<file path="src/sv/xave_pkg.sv">
// ----------------------------------------------------------------------------
// xave_pkg
// Shared constants for the XML attribute value extractor and its checker.
// ----------------------------------------------------------------------------
package xave_pkg;

	localparam int IN_TDATA_W  = 8;
	localparam int OUT_TDATA_W = 48;
	localparam int CFG_DATA_W  = 64;
	localparam int CFG_INDEX_W = 3;

	localparam logic [3:0] NAME_CHARS  = 4'd8;
	localparam logic [3:0] MATCH_CHARS = 4'd8;
	localparam logic [3:0] TRUE_LEN    = 4'd4;

	localparam logic [CFG_INDEX_W-1:0] REG_ATTR_NAME     = 3'd0;
	localparam logic [CFG_INDEX_W-1:0] REG_ATTR_NAME_LEN = 3'd1;
	localparam logic [CFG_INDEX_W-1:0] REG_RESULT_MODE   = 3'd2;
	localparam logic [CFG_INDEX_W-1:0] REG_MATCH_TEXT    = 3'd3;
	localparam logic [CFG_INDEX_W-1:0] REG_MATCH_LEN     = 3'd4;

	localparam logic [1:0] MODE_BYTES   = 2'd0;
	localparam logic [1:0] MODE_INTEGER = 2'd1;
	localparam logic [1:0] MODE_TRUE    = 2'd2;
	localparam logic [1:0] MODE_MATCH   = 2'd3;

	localparam logic [7:0] CHR_QUOTE = 8'd34;
	localparam logic [7:0] CHR_SPACE = 8'd32;
	localparam logic [7:0] CHR_EQUAL = 8'd61;
	localparam logic [7:0] CHR_PLUS  = 8'd43;
	localparam logic [7:0] CHR_MINUS = 8'd45;
	localparam logic [7:0] CHR_ZERO  = 8'd48;
	localparam logic [7:0] CHR_NINE  = 8'd57;
	localparam logic [7:0] CHR_TAB   = 8'd9;
	localparam logic [7:0] CHR_CR    = 8'd13;

	localparam logic [31:0] TRUE_TEXT = 32'h65757274;

	localparam logic [31:0] MAG_LIMIT = 32'h8000_0000;
	localparam logic [31:0] POS_LIMIT = 32'h7FFF_FFFF;

endpackage

</file>
<file path="src/sv/xml_attribute_value_extractor.sv">
// ----------------------------------------------------------------------------
// xml_attribute_value_extractor
// Finds a configured attribute in streamed XML text and reports its value.
// ----------------------------------------------------------------------------
// Text enters on the s_axis channel one byte per word; s_axis_tlast marks the
// last byte of a text, and a zero byte also ends it. Results leave on the
// m_axis channel: in byte mode each value byte gives one word, and the end of
// every text gives one final word with m_axis_tlast high carrying the found
// flag and the answer. Bytes that yield no result are absorbed silently.
// The user must write the configuration port only while the block is idle;
// the block does not enforce this. Each byte passes an input register, the state
// update logic and the result register before its result word is offered.
// One byte is accepted in every cycle while no stall holds the result register;
// that register sets this, since a byte moves on once it is empty or being emptied.
// When the receiver holds m_axis_tready low the result register and then the
// input register fill and s_axis_tready falls; nothing is dropped.
// Reset clears the text state, the valid flags and the result and configuration
// registers, with the name length set to one; the input byte is not reset.
// ----------------------------------------------------------------------------
module xml_attribute_value_extractor (
	input  logic                                clk,
	input  logic                                arst_n,
	input  logic                                s_axis_tvalid,
	output logic                                s_axis_tready,
	input  logic [xave_pkg::IN_TDATA_W-1:0]     s_axis_tdata,  // data_byte
	input  logic                                s_axis_tlast,  // end_of_text
	output logic                                m_axis_tvalid,
	input  logic                                m_axis_tready,
	// value_byte[7:0], value_byte_valid[8], found[9], answer[41:10], zero fill
	output logic [xave_pkg::OUT_TDATA_W-1:0]    m_axis_tdata,
	output logic                                m_axis_tlast,  // finished
	input  logic                                cfg_we,
	input  logic [xave_pkg::CFG_INDEX_W-1:0]    cfg_index,
	input  logic [xave_pkg::CFG_DATA_W-1:0]     cfg_data
);

	typedef enum logic [2:0] {
		PH_SEEK, PH_NAME, PH_SKIP, PH_VALUE, PH_DONE
	} phase_t;

	typedef enum logic [1:0] {
		NUM_WS, NUM_DIGITS, NUM_STOP
	} num_phase_t;

	logic [63:0] attr_name_q;
	logic [3:0]  attr_name_len_q;
	logic [1:0]  result_mode_q;
	logic [63:0] match_text_q;
	logic [3:0]  match_len_q;

	logic        valid_s1;
	logic [7:0]  byte_s1;
	logic        eot_s1;

	phase_t      phase_q, phase_d;
	logic [3:0]  name_pos_q, name_pos_d;
	logic [31:0] acc_q, acc_d;
	num_phase_t  num_q, num_d;
	logic        neg_q, neg_d;
	logic [3:0]  cmp_pos_q, cmp_pos_d;
	logic        cmp_eq_q, cmp_eq_d;
	logic        found_q, found_d;

	logic        out_valid_q;
	logic [7:0]  out_byte_q;
	logic        out_byte_valid_q;
	logic        out_found_q;
	logic [31:0] out_answer_q;
	logic        out_last_q;

	logic        out_free;
	logic        advance;
	logic        ends;
	logic        emit;
	logic [3:0]  name_len;
	logic [3:0]  ref_len;
	logic [7:0]  ref_chr;
	logic [7:0]  name_chr;
	logic        is_ws;
	logic        is_digit;
	logic        to_digits;
	logic [35:0] acc_mul;
	logic [31:0] answer;

	assign out_free      = !out_valid_q || m_axis_tready;
	assign advance       = valid_s1 && out_free;
	assign s_axis_tready = !valid_s1 || out_free;

	assign ends = eot_s1 || (byte_s1 == 8'd0);

	assign name_len = (attr_name_len_q > xave_pkg::NAME_CHARS) ?
		xave_pkg::NAME_CHARS : attr_name_len_q;
	assign name_chr = attr_name_q[{name_pos_q[2:0], 3'b000} +: 8];

	always_comb begin
		if (result_mode_q == xave_pkg::MODE_TRUE) begin
			ref_len = xave_pkg::TRUE_LEN;
			ref_chr = xave_pkg::TRUE_TEXT[{cmp_pos_q[1:0], 3'b000} +: 8];
		end else begin
			ref_len = (match_len_q > xave_pkg::MATCH_CHARS) ?
				xave_pkg::MATCH_CHARS : match_len_q;
			ref_chr = match_text_q[{cmp_pos_q[2:0], 3'b000} +: 8];
		end
	end

	assign is_ws    = (byte_s1 == xave_pkg::CHR_SPACE) ||
		((byte_s1 >= xave_pkg::CHR_TAB) && (byte_s1 <= xave_pkg::CHR_CR));
	assign is_digit = (byte_s1 >= xave_pkg::CHR_ZERO) && (byte_s1 <= xave_pkg::CHR_NINE);
	assign acc_mul  = {1'b0, acc_q, 3'b000} + {3'b000, acc_q, 1'b0} +
		{32'd0, byte_s1[3:0] - xave_pkg::CHR_ZERO[3:0]};

	always_comb begin
		phase_d   = phase_q;
		name_pos_d = name_pos_q;
		acc_d     = acc_q;
		num_d     = num_q;
		neg_d     = neg_q;
		cmp_pos_d = cmp_pos_q;
		cmp_eq_d  = cmp_eq_q;
		found_d   = found_q;
		emit      = 1'b0;
		to_digits = 1'b0;
		if (byte_s1 != 8'd0) begin
			case (phase_q)
				PH_SEEK: begin
					if (byte_s1 == xave_pkg::CHR_SPACE) begin
						phase_d    = PH_NAME;
						name_pos_d = 4'd0;
					end
				end
				PH_NAME: begin
					if ((name_pos_q < name_len) && (byte_s1 == name_chr)) begin
						name_pos_d = name_pos_q + 4'd1;
					end else if ((name_pos_q >= name_len) &&
						(byte_s1 == xave_pkg::CHR_EQUAL)) begin
						found_d = 1'b1;
						phase_d = PH_SKIP;
					end else if (byte_s1 == xave_pkg::CHR_SPACE) begin
						name_pos_d = 4'd0;
					end else begin
						phase_d    = PH_SEEK;
						name_pos_d = 4'd0;
					end
				end
				PH_SKIP: begin
					phase_d = PH_VALUE;
				end
				PH_VALUE: begin
					if (byte_s1 == xave_pkg::CHR_QUOTE) begin
						phase_d = PH_DONE;
					end else begin
						emit = (result_mode_q == xave_pkg::MODE_BYTES);
						if (num_q == NUM_WS) begin
							if (!is_ws) begin
								num_d = NUM_DIGITS;
								if ((byte_s1 == xave_pkg::CHR_PLUS) ||
									(byte_s1 == xave_pkg::CHR_MINUS)) begin
									neg_d = (byte_s1 == xave_pkg::CHR_MINUS);
								end else begin
									to_digits = 1'b1;
								end
							end
						end else if (num_q == NUM_DIGITS) begin
							to_digits = 1'b1;
						end
						if (to_digits) begin
							if (is_digit) begin
								acc_d = (acc_mul > {4'd0, xave_pkg::MAG_LIMIT}) ?
									xave_pkg::MAG_LIMIT : acc_mul[31:0];
							end else begin
								num_d = NUM_STOP;
							end
						end
						if ((cmp_pos_q < ref_len) && (byte_s1 == ref_chr)) begin
							cmp_pos_d = cmp_pos_q + 4'd1;
						end else begin
							cmp_eq_d = 1'b0;
						end
					end
				end
				default: begin
				end
			endcase
		end
	end

	always_comb begin
		answer = 32'd0;
		if (found_d) begin
			case (result_mode_q)
				xave_pkg::MODE_INTEGER: begin
					if (neg_d) begin
						answer = 32'd0 - acc_d;
					end else begin
						answer = (acc_d > xave_pkg::POS_LIMIT) ? xave_pkg::POS_LIMIT : acc_d;
					end
				end
				xave_pkg::MODE_TRUE, xave_pkg::MODE_MATCH: begin
					answer = {31'd0, cmp_eq_d && (cmp_pos_d == ref_len)};
				end
				default: begin
					answer = 32'd0;
				end
			endcase
		end
	end

	always_ff @(posedge clk or negedge arst_n) begin
		if (!arst_n) begin
			attr_name_q     <= '0;
			attr_name_len_q <= 4'd1;
			result_mode_q   <= xave_pkg::MODE_BYTES;
			match_text_q    <= '0;
			match_len_q     <= 4'd0;
		end else if (cfg_we) begin
			case (cfg_index)
				xave_pkg::REG_ATTR_NAME:     attr_name_q     <= cfg_data;
				xave_pkg::REG_ATTR_NAME_LEN: attr_name_len_q <= cfg_data[3:0];
				xave_pkg::REG_RESULT_MODE:   result_mode_q   <= cfg_data[1:0];
				xave_pkg::REG_MATCH_TEXT:    match_text_q    <= cfg_data;
				xave_pkg::REG_MATCH_LEN:     match_len_q     <= cfg_data[3:0];
				default: begin
				end
			endcase
		end
	end

	always_ff @(posedge clk or negedge arst_n) begin
		if (!arst_n) begin
			valid_s1 <= 1'b0;
		end else if (s_axis_tready) begin
			valid_s1 <= s_axis_tvalid;
		end
	end

	always_ff @(posedge clk) begin
		if (s_axis_tready && s_axis_tvalid) begin
			byte_s1 <= s_axis_tdata;
			eot_s1  <= s_axis_tlast;
		end
	end

	always_ff @(posedge clk or negedge arst_n) begin
		if (!arst_n) begin
			phase_q          <= PH_SEEK;
			name_pos_q       <= 4'd0;
			acc_q            <= 32'd0;
			num_q            <= NUM_WS;
			neg_q            <= 1'b0;
			cmp_pos_q        <= 4'd0;
			cmp_eq_q         <= 1'b1;
			found_q          <= 1'b0;
			out_valid_q      <= 1'b0;
			out_byte_q       <= 8'd0;
			out_byte_valid_q <= 1'b0;
			out_last_q       <= 1'b0;
			out_found_q      <= 1'b0;
			out_answer_q     <= 32'd0;
		end else begin
			if (out_free) begin
				out_valid_q <= advance && (ends || emit);
			end
			if (advance) begin
				out_byte_q       <= emit ? byte_s1 : 8'd0;
				out_byte_valid_q <= emit;
				out_last_q       <= ends;
				out_found_q      <= ends && found_d;
				out_answer_q     <= ends ? answer : 32'd0;
				if (ends) begin
					phase_q    <= PH_SEEK;
					name_pos_q <= 4'd0;
					acc_q      <= 32'd0;
					num_q      <= NUM_WS;
					neg_q      <= 1'b0;
					cmp_pos_q  <= 4'd0;
					cmp_eq_q   <= 1'b1;
					found_q    <= 1'b0;
				end else begin
					phase_q    <= phase_d;
					name_pos_q <= name_pos_d;
					acc_q      <= acc_d;
					num_q      <= num_d;
					neg_q      <= neg_d;
					cmp_pos_q  <= cmp_pos_d;
					cmp_eq_q   <= cmp_eq_d;
					found_q    <= found_d;
				end
			end
		end
	end

	assign m_axis_tvalid = out_valid_q;
	assign m_axis_tlast  = out_last_q;
	assign m_axis_tdata  = {6'd0, out_answer_q, out_found_q, out_byte_valid_q, out_byte_q};

endmodule

</file>
<file path="config.mk">
export PLATFORM = sky130hd
export DESIGN_NAME = xml_attribute_value_extractor
export DESIGN_NICKNAME = d
export VERILOG_FILES = /design/src/sv/xave_pkg.sv /design/src/sv/xml_attribute_value_extractor.sv
export SDC_FILE = /design/constraint.sdc
export NUM_CORES = 1
export LEC_CHECK = 0
export BUFFER_PORTS_ARGS = -buffer_cell sky130_fd_sc_hd__buf_2
export CAP_MARGIN = 10
export CORE_MARGIN = 4
export CORE_UTILIZATION = 55
export DETAILED_ROUTE_END_ITERATION = 16
export GPL_TIMING_DRIVEN = 0
export HOLD_SLACK_MARGIN = 0.12
export PLACE_DENSITY = 0.73
export SYNTH_ARGS = -nofsm -noshare
export SYNTH_HDL_FRONTEND = slang
export SYNTH_SLANG_ARGS = --single-unit
</file>
<file path="constraint.sdc">
create_clock -name clk -period 5.2 [get_ports clk]
set_input_delay 0.78 -clock clk [delete_from_list [all_inputs] [get_ports clk]]
set_output_delay 0.78 -clock clk [all_outputs]
set_load 0.02 [all_outputs]
</file>
; After elaboration in Yosys (flattened, before gate mapping)
; Cells that the tools add are included.
[word_totals]
regBits = 240
inputBits = 81
output_inout_bits = 51
word_cells = 174
[op_classes]
add_sub_neg = 5
order_cmp = 11
n_eq_ne = 25
n_shift = 3
n_mux = 71
reduce_logical = 37
[ops]
columns = operator, count
row1 = 32-bit 2-to-1 mux, 11
row2 = 64-bit by 7-bit indexed part select with 8-bit output, 2
row3 = 32-bit one-hot mux with 2 select lines, 1
row4 = 4-bit 2-to-1 mux, 13
row5 = 8-bit by 6-bit == test with 1-bit output (second input constant), 5
row6 = 35-bit by 33-bit adder with 36-bit output, 1
row7 = 36-bit by 4-bit adder with 36-bit output, 1
row8 = 36-bit by 32-bit greater-than comparator with 1-bit output (second input constant), 1
row9 = 32-bit by 31-bit greater-than comparator with 1-bit output (second input constant), 1
row10 = 32-bit by 6-bit indexed part select with 8-bit output (first input constant), 1
row11 = 1-bit by 32-bit subtractor with 32-bit output (first input constant), 1
row12 = 1-bit 2-to-1 mux, 27
row13 = 3-bit 2-to-1 mux, 7
row14 = 8-bit == test, 2
row15 = 2-bit 2-to-1 mux, 8
row16 = 8-bit 2-to-1 mux, 2
row17 = 3-bit by 2-bit == test with 1-bit output (second input constant), 4
row18 = 3-bit one-hot mux with 4 select lines, 1
row19 = 1-bit logical AND, 10
row20 = 2-bit AND reduction, 5
row21 = 3-bit inequality test (second input constant), 3
row22 = 4-bit by 1-bit adder with 4-bit output (second input constant), 2
row23 = 8-bit by 4-bit >= comparator with 1-bit output (second input constant), 1
row24 = 8-bit by 6-bit >= comparator with 1-bit output (second input constant), 1
row25 = other kinds (26), 41

; Depth between registers and ports, before layout
; Gate-level depths: netlist (run 1).
[logic_depth]
word_depth = 18
mapped_depth = 24
ltp_nobuf = 21

; Worst setup path before layout (run 1)
; OpenSTA, ideal clock, no wires.
[synth_timing]
path_type = register to register
startpoint = register byte_s1[3]
endpoint = register out_answer_q[12]
setup_time_ns = 0.124
t_arrival_ns = 5.001
required_time_ns = 5.076
path_slack_ns = 0.075
path_stages_with_launch = 25
path_buffers = 3
period_less_slack_ns = 5.125
path_cell_list = edfxtp_1 -> buf_2 -> inv_1 -> fa_1 -> inv_1 -> ha_1 -> a211oi_2 -> o21ai_1 -> a21oi_1 -> xnor2_1 -> or4b_1 -> nor4_1 -> nand4_1 -> o21a_1 -> nor2_1 -> buf_2 -> a22oi_1 -> ha_1 -> o21a_1 -> o31a_1 -> nand3_1 -> buf_2 -> or2_2 -> a21oi_1 -> a211o_1
[synth_between]
elab_chain_len = 18
word_cells_on_any_way = 50
cone_classes = add/sub: 2 / order compare: 6 / eq/ne: 6 / mux: 27 / reduce/logical: 9
[synth_rtl]
columns = element, line_no
row1 = from (decl), xml_attribute_value_extractor.sv:52  ; logic [7:0] byte_s1;
row2 = from (signal assigned), xml_attribute_value_extractor.sv:238  ; byte_s1 <= s_axis_tdata;
row3 = "parallel branches: the longest is 17 deep, another holds 36-bit by 4-bit adder with 36-bit output", --
row4 = 32-bit 2-to-1 mux *, xml_attribute_value_extractor.sv:268  ; out_answer_q <= ends ? answer : 32'd0;
row5 = to (signal assigned), xml_attribute_value_extractor.sv:268
row6 = to (decl), xml_attribute_value_extractor.sv:68  ; logic [31:0] out_answer_q;
; Every way passes the cells marked *. The select of a mux whose other input is x is not followed.
; A chain may end at the register's enable or synchronous reset.

; Worst setup path in the final report (run 1)
[layout_timing]
startpoint = register byte_s1[3]
endpoint = register out_answer_q[10]
; The elaborated chain is that of the path after synthesis.

==> flow_summary.json, run 1 <==
{
  "p_int_mw": 3.67,
  "crit_required_ps": 5680,
  "drv_slew": 0,
  "dr.pass1.iters": 5,
  "ys.flop_type": "dfrtp_1",
  "fin_nets": 1797,
  "drt_wl_total_um": 48400,
  "vdd_ir_drop_max_v": 0.000299,
  "violations": "setup timing",
  "syn_avg_cell_area_sq_um": 10.5,
  "synth_cell_types": 99,
  "end_kind": "flip-flop",
  "async_reset_ff_share_pct": 96.3,
  "syn_area_sq_um": 15100,
  "synthAdderAreaFrac_pct": 6.65,
  "synth_top_family_by_area": "compound AO/OA/AOI/OAI gates",
  "initial_core_util_pct": 56.0,
  "ys_seq_elements": 240,
  "cp_max_fo": 5,
  "grt_usage_pct": 31.1,
  "status": "complete, but fails checks",
  "avgViaCountPerCell": 6.63,
  "cap_violations": 0,
  "clk_path_buf_depth": 3,
  "synth_seq_area_share_pct": 40.1,
  "grt_pass1_wl_um": 74800,
  "layout_min_cycle_time_ps": 5300,
  "p_clk_share_pct": 37.5,
  "clk_pin_slew_ps": 60,
  "synth_cells": 1440,
  "dieArea_sq_um": 30100,
  "dpl.hpwl_um": 35600,
  "power.switching_mw": 1.36,
  "drt_iter0_drc": 1329,
  "antenna_cells": 0,
  "vias": 13200,
  "clock_latency_ps": 550,
  "cp.arrival_ps": 5780,
  "cts_sinks": 240,
  "power_leakage_nw": 8.11,
  "ioPinCount": 132,
  "period_share_pct": 102,
  "route.detailed.drc": 0,
  "relSlewSlack_pct": 42.1,
  "fin_util_pct": 65.9,
  "cts_buffers": 25,
  "io_buffer_count": 125,
  "grt_max_degree": 85,
  "dp.cells": 1914,
  "ys_warn_count": 0,
  "root_buffer": "clkbuf_16",
  "cts_htree_levels": 1,
  "sequentialPowerShare_pct": 45.6,
  "path_class": "reg2reg",
  "cts_tree": "built",
  "worst_pin_slew_ps": 868,
  "synth_edf_count": 9,
  "syn2layout_area_growth_pct": 17.7,
  "setup_viol": 11,
  "ant_nets": 0,
  "startpoint_type": "flip-flop",
  "hold_violations": 0,
  "overflow": 0,
  "antenna_found_initial": 1,
  "hold_path.class": "in2async",
  "synthXorXnorAreaFrac_pct": 2.49,
  "synth-simple-area-share_pct": 13.2,
  "grt_pass1_vias": 13100,
  "timing.final.ws_setup_ps": -103,
  "rsz0062_at_grt": "true",
  "rows": 60,
  "fin_skew_ps": 15.5,
  "coreArea_sq_um": 27000,
  "synth_mux_area_share_pct": 17.0,
  "hold_buffers": 0,
  "pwr-share-comb_pct": 16.8,
  "clock.fmax_mhz": 189,
  "power_density_nw_per_um2": 283,
  "instances_no_fill": 1995,
  "synth_compound_area_share_pct": 17.2,
  "place_congestion": 0.962,
  "post_drt_wl_per_cell_um": 24.3,
  "drive_gt1_share_pct": 29.8,
  "fp.dieW_um": 174,
  "swShare_pct": 27.1,
  "die_y_um": 174
}
## power by group through the flow
stage,clock network [mW],logic (mW),registers [mW]
CTS,1.90,0.832,2.29
global placement,0,0.782,2.30
finish,1.89,0.847,2.30
detailed placement,0,0.818,2.32
global route,1.98,0.919,2.32
floorplan,0,0.565,2.27
## Yosys cell counts, types with 25 or more instances
cell type  number  area share, %
a21oi_1        64            2.1
a22o_1         40            2.3
clkbuf_1       59            1.5
dfrtp_1       229             38
ha_1           77            6.4
inv_1          27           0.67
mux2_2        139             10
mux2i_1        27            1.8
mux4_2         32            4.8
nand2_1       130            3.2
nand3_1        27           0.90
nor2_1         67            1.7
nor3_1         25           0.83
o21ai_0       103            3.4
## area by class of cell
cell class	count	area (sq um)
plain buffers	86	413
clock buffers	35	713
clock inverters	9	140
fillers	2081	9190
inverters	27	105
multi-input cells	1090	8900
flip-flops and latches	240	6060
well taps	341	427
repair buffers	167	1000
## registers in the layout (all words and copies together) (netlist names), 2 cells and up
signal and cells:
out_answer_q 32, cmp_pos_q 4, attr_name_q 64, phase_q 3, match_len_q 4, attr_name_len_q 4
match_text_q 64, num_q 2, result_mode_q 2, name_pos_q 4, acc_q 32, byte_s1 8
out_byte_q 8
## metal layers
layer / global-route usage [%] / wire length (um) / vias to the layer above
met2: 49.4 / 22100 / 656
met5: 0 / 50 / -
met1: 42.3 / 20000 / 6621
met4: 11.6 / 2130 / 2
li1: - / - / 5824
met3: 6.80 / 4160 / 132
## kinds of logic (layout without fill, tap and decap cells)
family	count (synthesis)	after routing
other cells	1	6
fa+ha+maj	79	79
buf+inv	115	324
mux	199	199
flops	240	240
xor+xnor	42	42
compound gates	376	376
simple gates	388	388
## through the flow
stage	power (mW)	hold WS (ps)	setup TNS, ps	setup WS [ps]	area [sq um]
after global routing	5.22	245	-2270	-210	17800
after CTS	5.03	229	-3.69	-3.69	17400
after global placement	3.08	464	-175130	-1180	16200
after detailed placement	3.14	474	-18800	-1210	16200
final	5.03	188	-651	-103	17800
after floorplan	2.83	448	0	75.2	15100
## worst paths after layout
| kind | start | to | slack (ps) | cells past startpoint |
|---|---|---|---|---|
| setup reg to reg | byte_s1[3] | out_answer_q[10] | -100 | 24 |
| max in group asynchronous | arst_n | attr_name_len_q[0] | 4120 | 2 |
| setup / recovery | byte_s1[3] | out_answer_q[10] | -100 | 24 |
| hold reg to reg | out_answer_q[26] | out_answer_q[26] | 490 | 2 |
| hold / removal | arst_n | acc_q[31] | 190 | 1 |
| min in group clk | s_axis_tlast | eot_s1 | 420 | 1 |
## layout by cell type, fill, tap and decap left out, drive strengths merged, types with 26 or more instances in the layout
cell type and n:
nand2 130, clkbuf 93, a21oi 68, mux2 140, nor3 26, a22o 40, buf 194, ha 77
nand3 28, nor2 67, mux4 32, o21ai 111, dfrtp 229, inv 27, mux2i 27
## critical path: stages (launching register included)
cell and delay [ps]:
edfxtp_1 340, buf_6 110, clkinvlp_4 120, fa_2 620
buf_6 110, fa_2 230, nor2b_4 60, o31ai_1 380
a21boi_1 210, nor3_1 410, o211ai_1 290, nor4_4 330
nand4_1 140, o21a_4 260, nor2_4 100, buf_6 130
a22oi_2 60, ha_2 230, o21a_1 100, o31a_1 150
nand3_4 140, buf_6 140, o31ai_4 80, mux2i_2 320
a22o_1 170
## repair_timing
| item | 4_1_cts | 5_1_grt |
|---|---|---|
| resized for setup | 45 | 43 |
| endpoints found under the setup margin | 32 | 31 |
| gates cloned | 1 | 0 |
| pin swaps | 12 | 37 |
| setup buffers | 17 | 21 |
(Power assumes the default switching activity.)
==> run 2, diff against run 1 <==
CORE_UTILIZATION = 35   (was 55)
PLACE_DENSITY = not set   (was 0.73)
==> flow_summary.json, run 2 (synthesis results as in run 1) <==
{
  "cap_violations": 0,
  "cpMostUsedCell": "buf_6",
  "cts_htree_levels": 1,
  "relSlewSlack_pct": 22.2,
  "end_kind": "flip-flop",
  "dr.pass1.iters": 5,
  "vias": 12800,
  "crit_required_ps": 5690,
  "overflow": 0,
  "power_leakage_nw": 8.17,
  "post_drt_wl_per_cell_um": 22.4,
  "drive_gt1_share_pct": 31.9,
  "drt_wl_total_um": 50300,
  "setup_viol": 0,
  "place_area_sq_um": 16500,
  "timing.final.ws_setup_ps": 65.9,
  "path_class": "reg2reg",
  "dp.cells": 2149,
  "final_common_cell": "dfrtp_1",
  "cts_buffers": 27,
  "drv_slew": 0,
  "mostFrequentLayoutCells": "225 x dfrtp_1, 139 x mux2_2, 137 x buf_2, 130 x nand2_1, 98 x o21ai_0",
  "vdd_ir_drop_max_v": 0.000278,
  "fin_nets": 1805,
  "fp.dieW_um": 216,
  "hold_buffers": 0,
  "rsz0062_at_grt": "true",
  "clock.fmax_mhz": 195,
  "worst_pin_slew_ps": 1160,
  "coreArea_sq_um": 42300,
  "initial_core_util_pct": 35.7,
  "ant_nets": 0,
  "avgViaCountPerCell": 5.72,
  "layout_min_cycle_time_ps": 5130,
  "cts_sinks": 240,
  "startpoint_type": "flip-flop",
  "clk_pin_slew_ps": 60,
  "slowest_stage": "fa_2",
  "stdcell_area_sq_um": 18300,
  "reg.largest.list": "attr_name_q: 64 flops, match_text_q: 64 flops",
  "instances_no_fill": 2239,
  "drt_iter0_drc": 939,
  "ioPinCount": 132,
  "max_stage_delay_ps": 600,
  "cp_cell_sequence": "buf_6 > inv_4 > fa_2 > inv_2 > ha_4 > a211oi_4 > buf_6 > o21ai_4 > a21oi_4 > xnor2_2 > or4b_4 > nor4_4 > nand4_1 > o21a_4 > buf_4 > nor3_1 > a2111o_1 > buf_2 > o31ai_1 > mux2i_1 > a22o_1",
  "p_total_mw": 5.07,
  "syn2layout_area_growth_pct": 21.3,
  "antenna_cells": 0,
  "place_congestion": 0.908,
  "cp_top_family": "compound AO/OA/AOI/OAI gates",
  "antenna_found_initial": 3,
  "cp_num_buf_inv": 6,
  "power_density_nw_per_um2": 277,
  "status": "finished clean",
  "rows": 75,
  "clock_latency_ps": 560,
  "clk_path_buf_depth": 3,
  "grt_max_degree": 122,
  "io_buffer_count": 125,
  "route.detailed.drc": 0,
  "cp.arrival_ps": 5620,
  "root_buffer": "clkbuf_16",
  "dpl.hpwl_um": 37500,
  "die_y_um": 216,
  "period_share_pct": 98.7,
  "hold_violations": 0,
  "dieArea_sq_um": 46500,
  "preCtsSetupSlack_ps": -1320,
  "grt_pass1_vias": 13100,
  "grt_usage_pct": 20.9,
  "fin_skew_ps": 17.8,
  "hold_path.class": "in2async",
  "cts_tree": "built",
  "grt_pass1_wl_um": 76400,
  "fin_util_pct": 43.2,
  "cp_max_fo": 10
}
[run 2: cell types whose count changed in the layout (fill, tap and decap cells not counted), sizes merged]
cell / delta
clkinvlp: -2
clkbuf: +3
clkdlybuf4s15: -1
inv: +1
clkinv: +2
buf: +6
bufinv: -1
[run 2: worst register-to-register path: cells and delay by family (launching register included)]
kind                     cells  cell delay [ps]
adder cells (fa/ha/maj)      2              830
AND/OR/NAND/NOR              4             1190
XOR/XNOR                     1              100
AO/OA/AOI/OAI                7             1450
buffers and inverters        6              800
multiplexers                 1              390
flip-flops                   1              340
[run 2: what timing repair did]
item / CTS / global route
setup buffers: 20 / 25
gates cloned: 1 / 0
gates resized for setup: 51 / 70
endpoints found under the setup margin: 36 / 31
pin swaps: 21 / 45
[run 2: final timing paths]
kind / slack (ps) / endpoint / startpoint / cells after the start
worst min register to register: 470 / out_answer_q[11] / out_answer_q[11] / 2
worst max register to register: 70 / out_answer_q[13] / byte_s1[3] / 21
worst min-delay path: 280 / match_text_q[54] / arst_n / 1
max in group asynchronous: 3770 / acc_q[1] / arst_n / 2
worst max-delay path: 70 / out_answer_q[13] / byte_s1[3] / 21
min in group clk: 410 / eot_s1 / s_axis_tlast / 1
[run 2: power breakdown]
group	internal (mW)	switching, mW	total, mW
registers	2.14	0.149	2.29
logic	0.415	0.407	0.822
clock network	1.17	0.782	1.95
total	3.73	1.34	5.07
[run 2: cell type report]
cell class / count / area (sq um)
buffer: 86 / 408
clock buffer: 37 / 805
clock inverter: 9 / 101
fill: 4103 / 24000
inverter: 27 / 104
multi-input combinational: 1090 / 9070
sequential: 240 / 6060
tap: 577 / 722
timing repair buffer: 173 / 1030
[run 2: stage by stage]
stage	hold WS (ps)	setup TNS, ps
4_1_cts	313	-0.861
6_report	275	0
3_3_place_gp	462	-201440
3_5_place_dp	468	-23080
2_1_floorplan	448	0
5_1_grt	333	-394
[run 2: layer usage]
metal | share of wire (%) | vias up | GRT usage (%)
met5 | 0.084 | - | 0
met4 | 3.9 | 6 | 8.29
met3 | 5.9 | 108 | 3.88
met2 | 49 | 424 | 36.4
met1 | 41 | 6439 | 25.6
li1 | - | 5831 | -
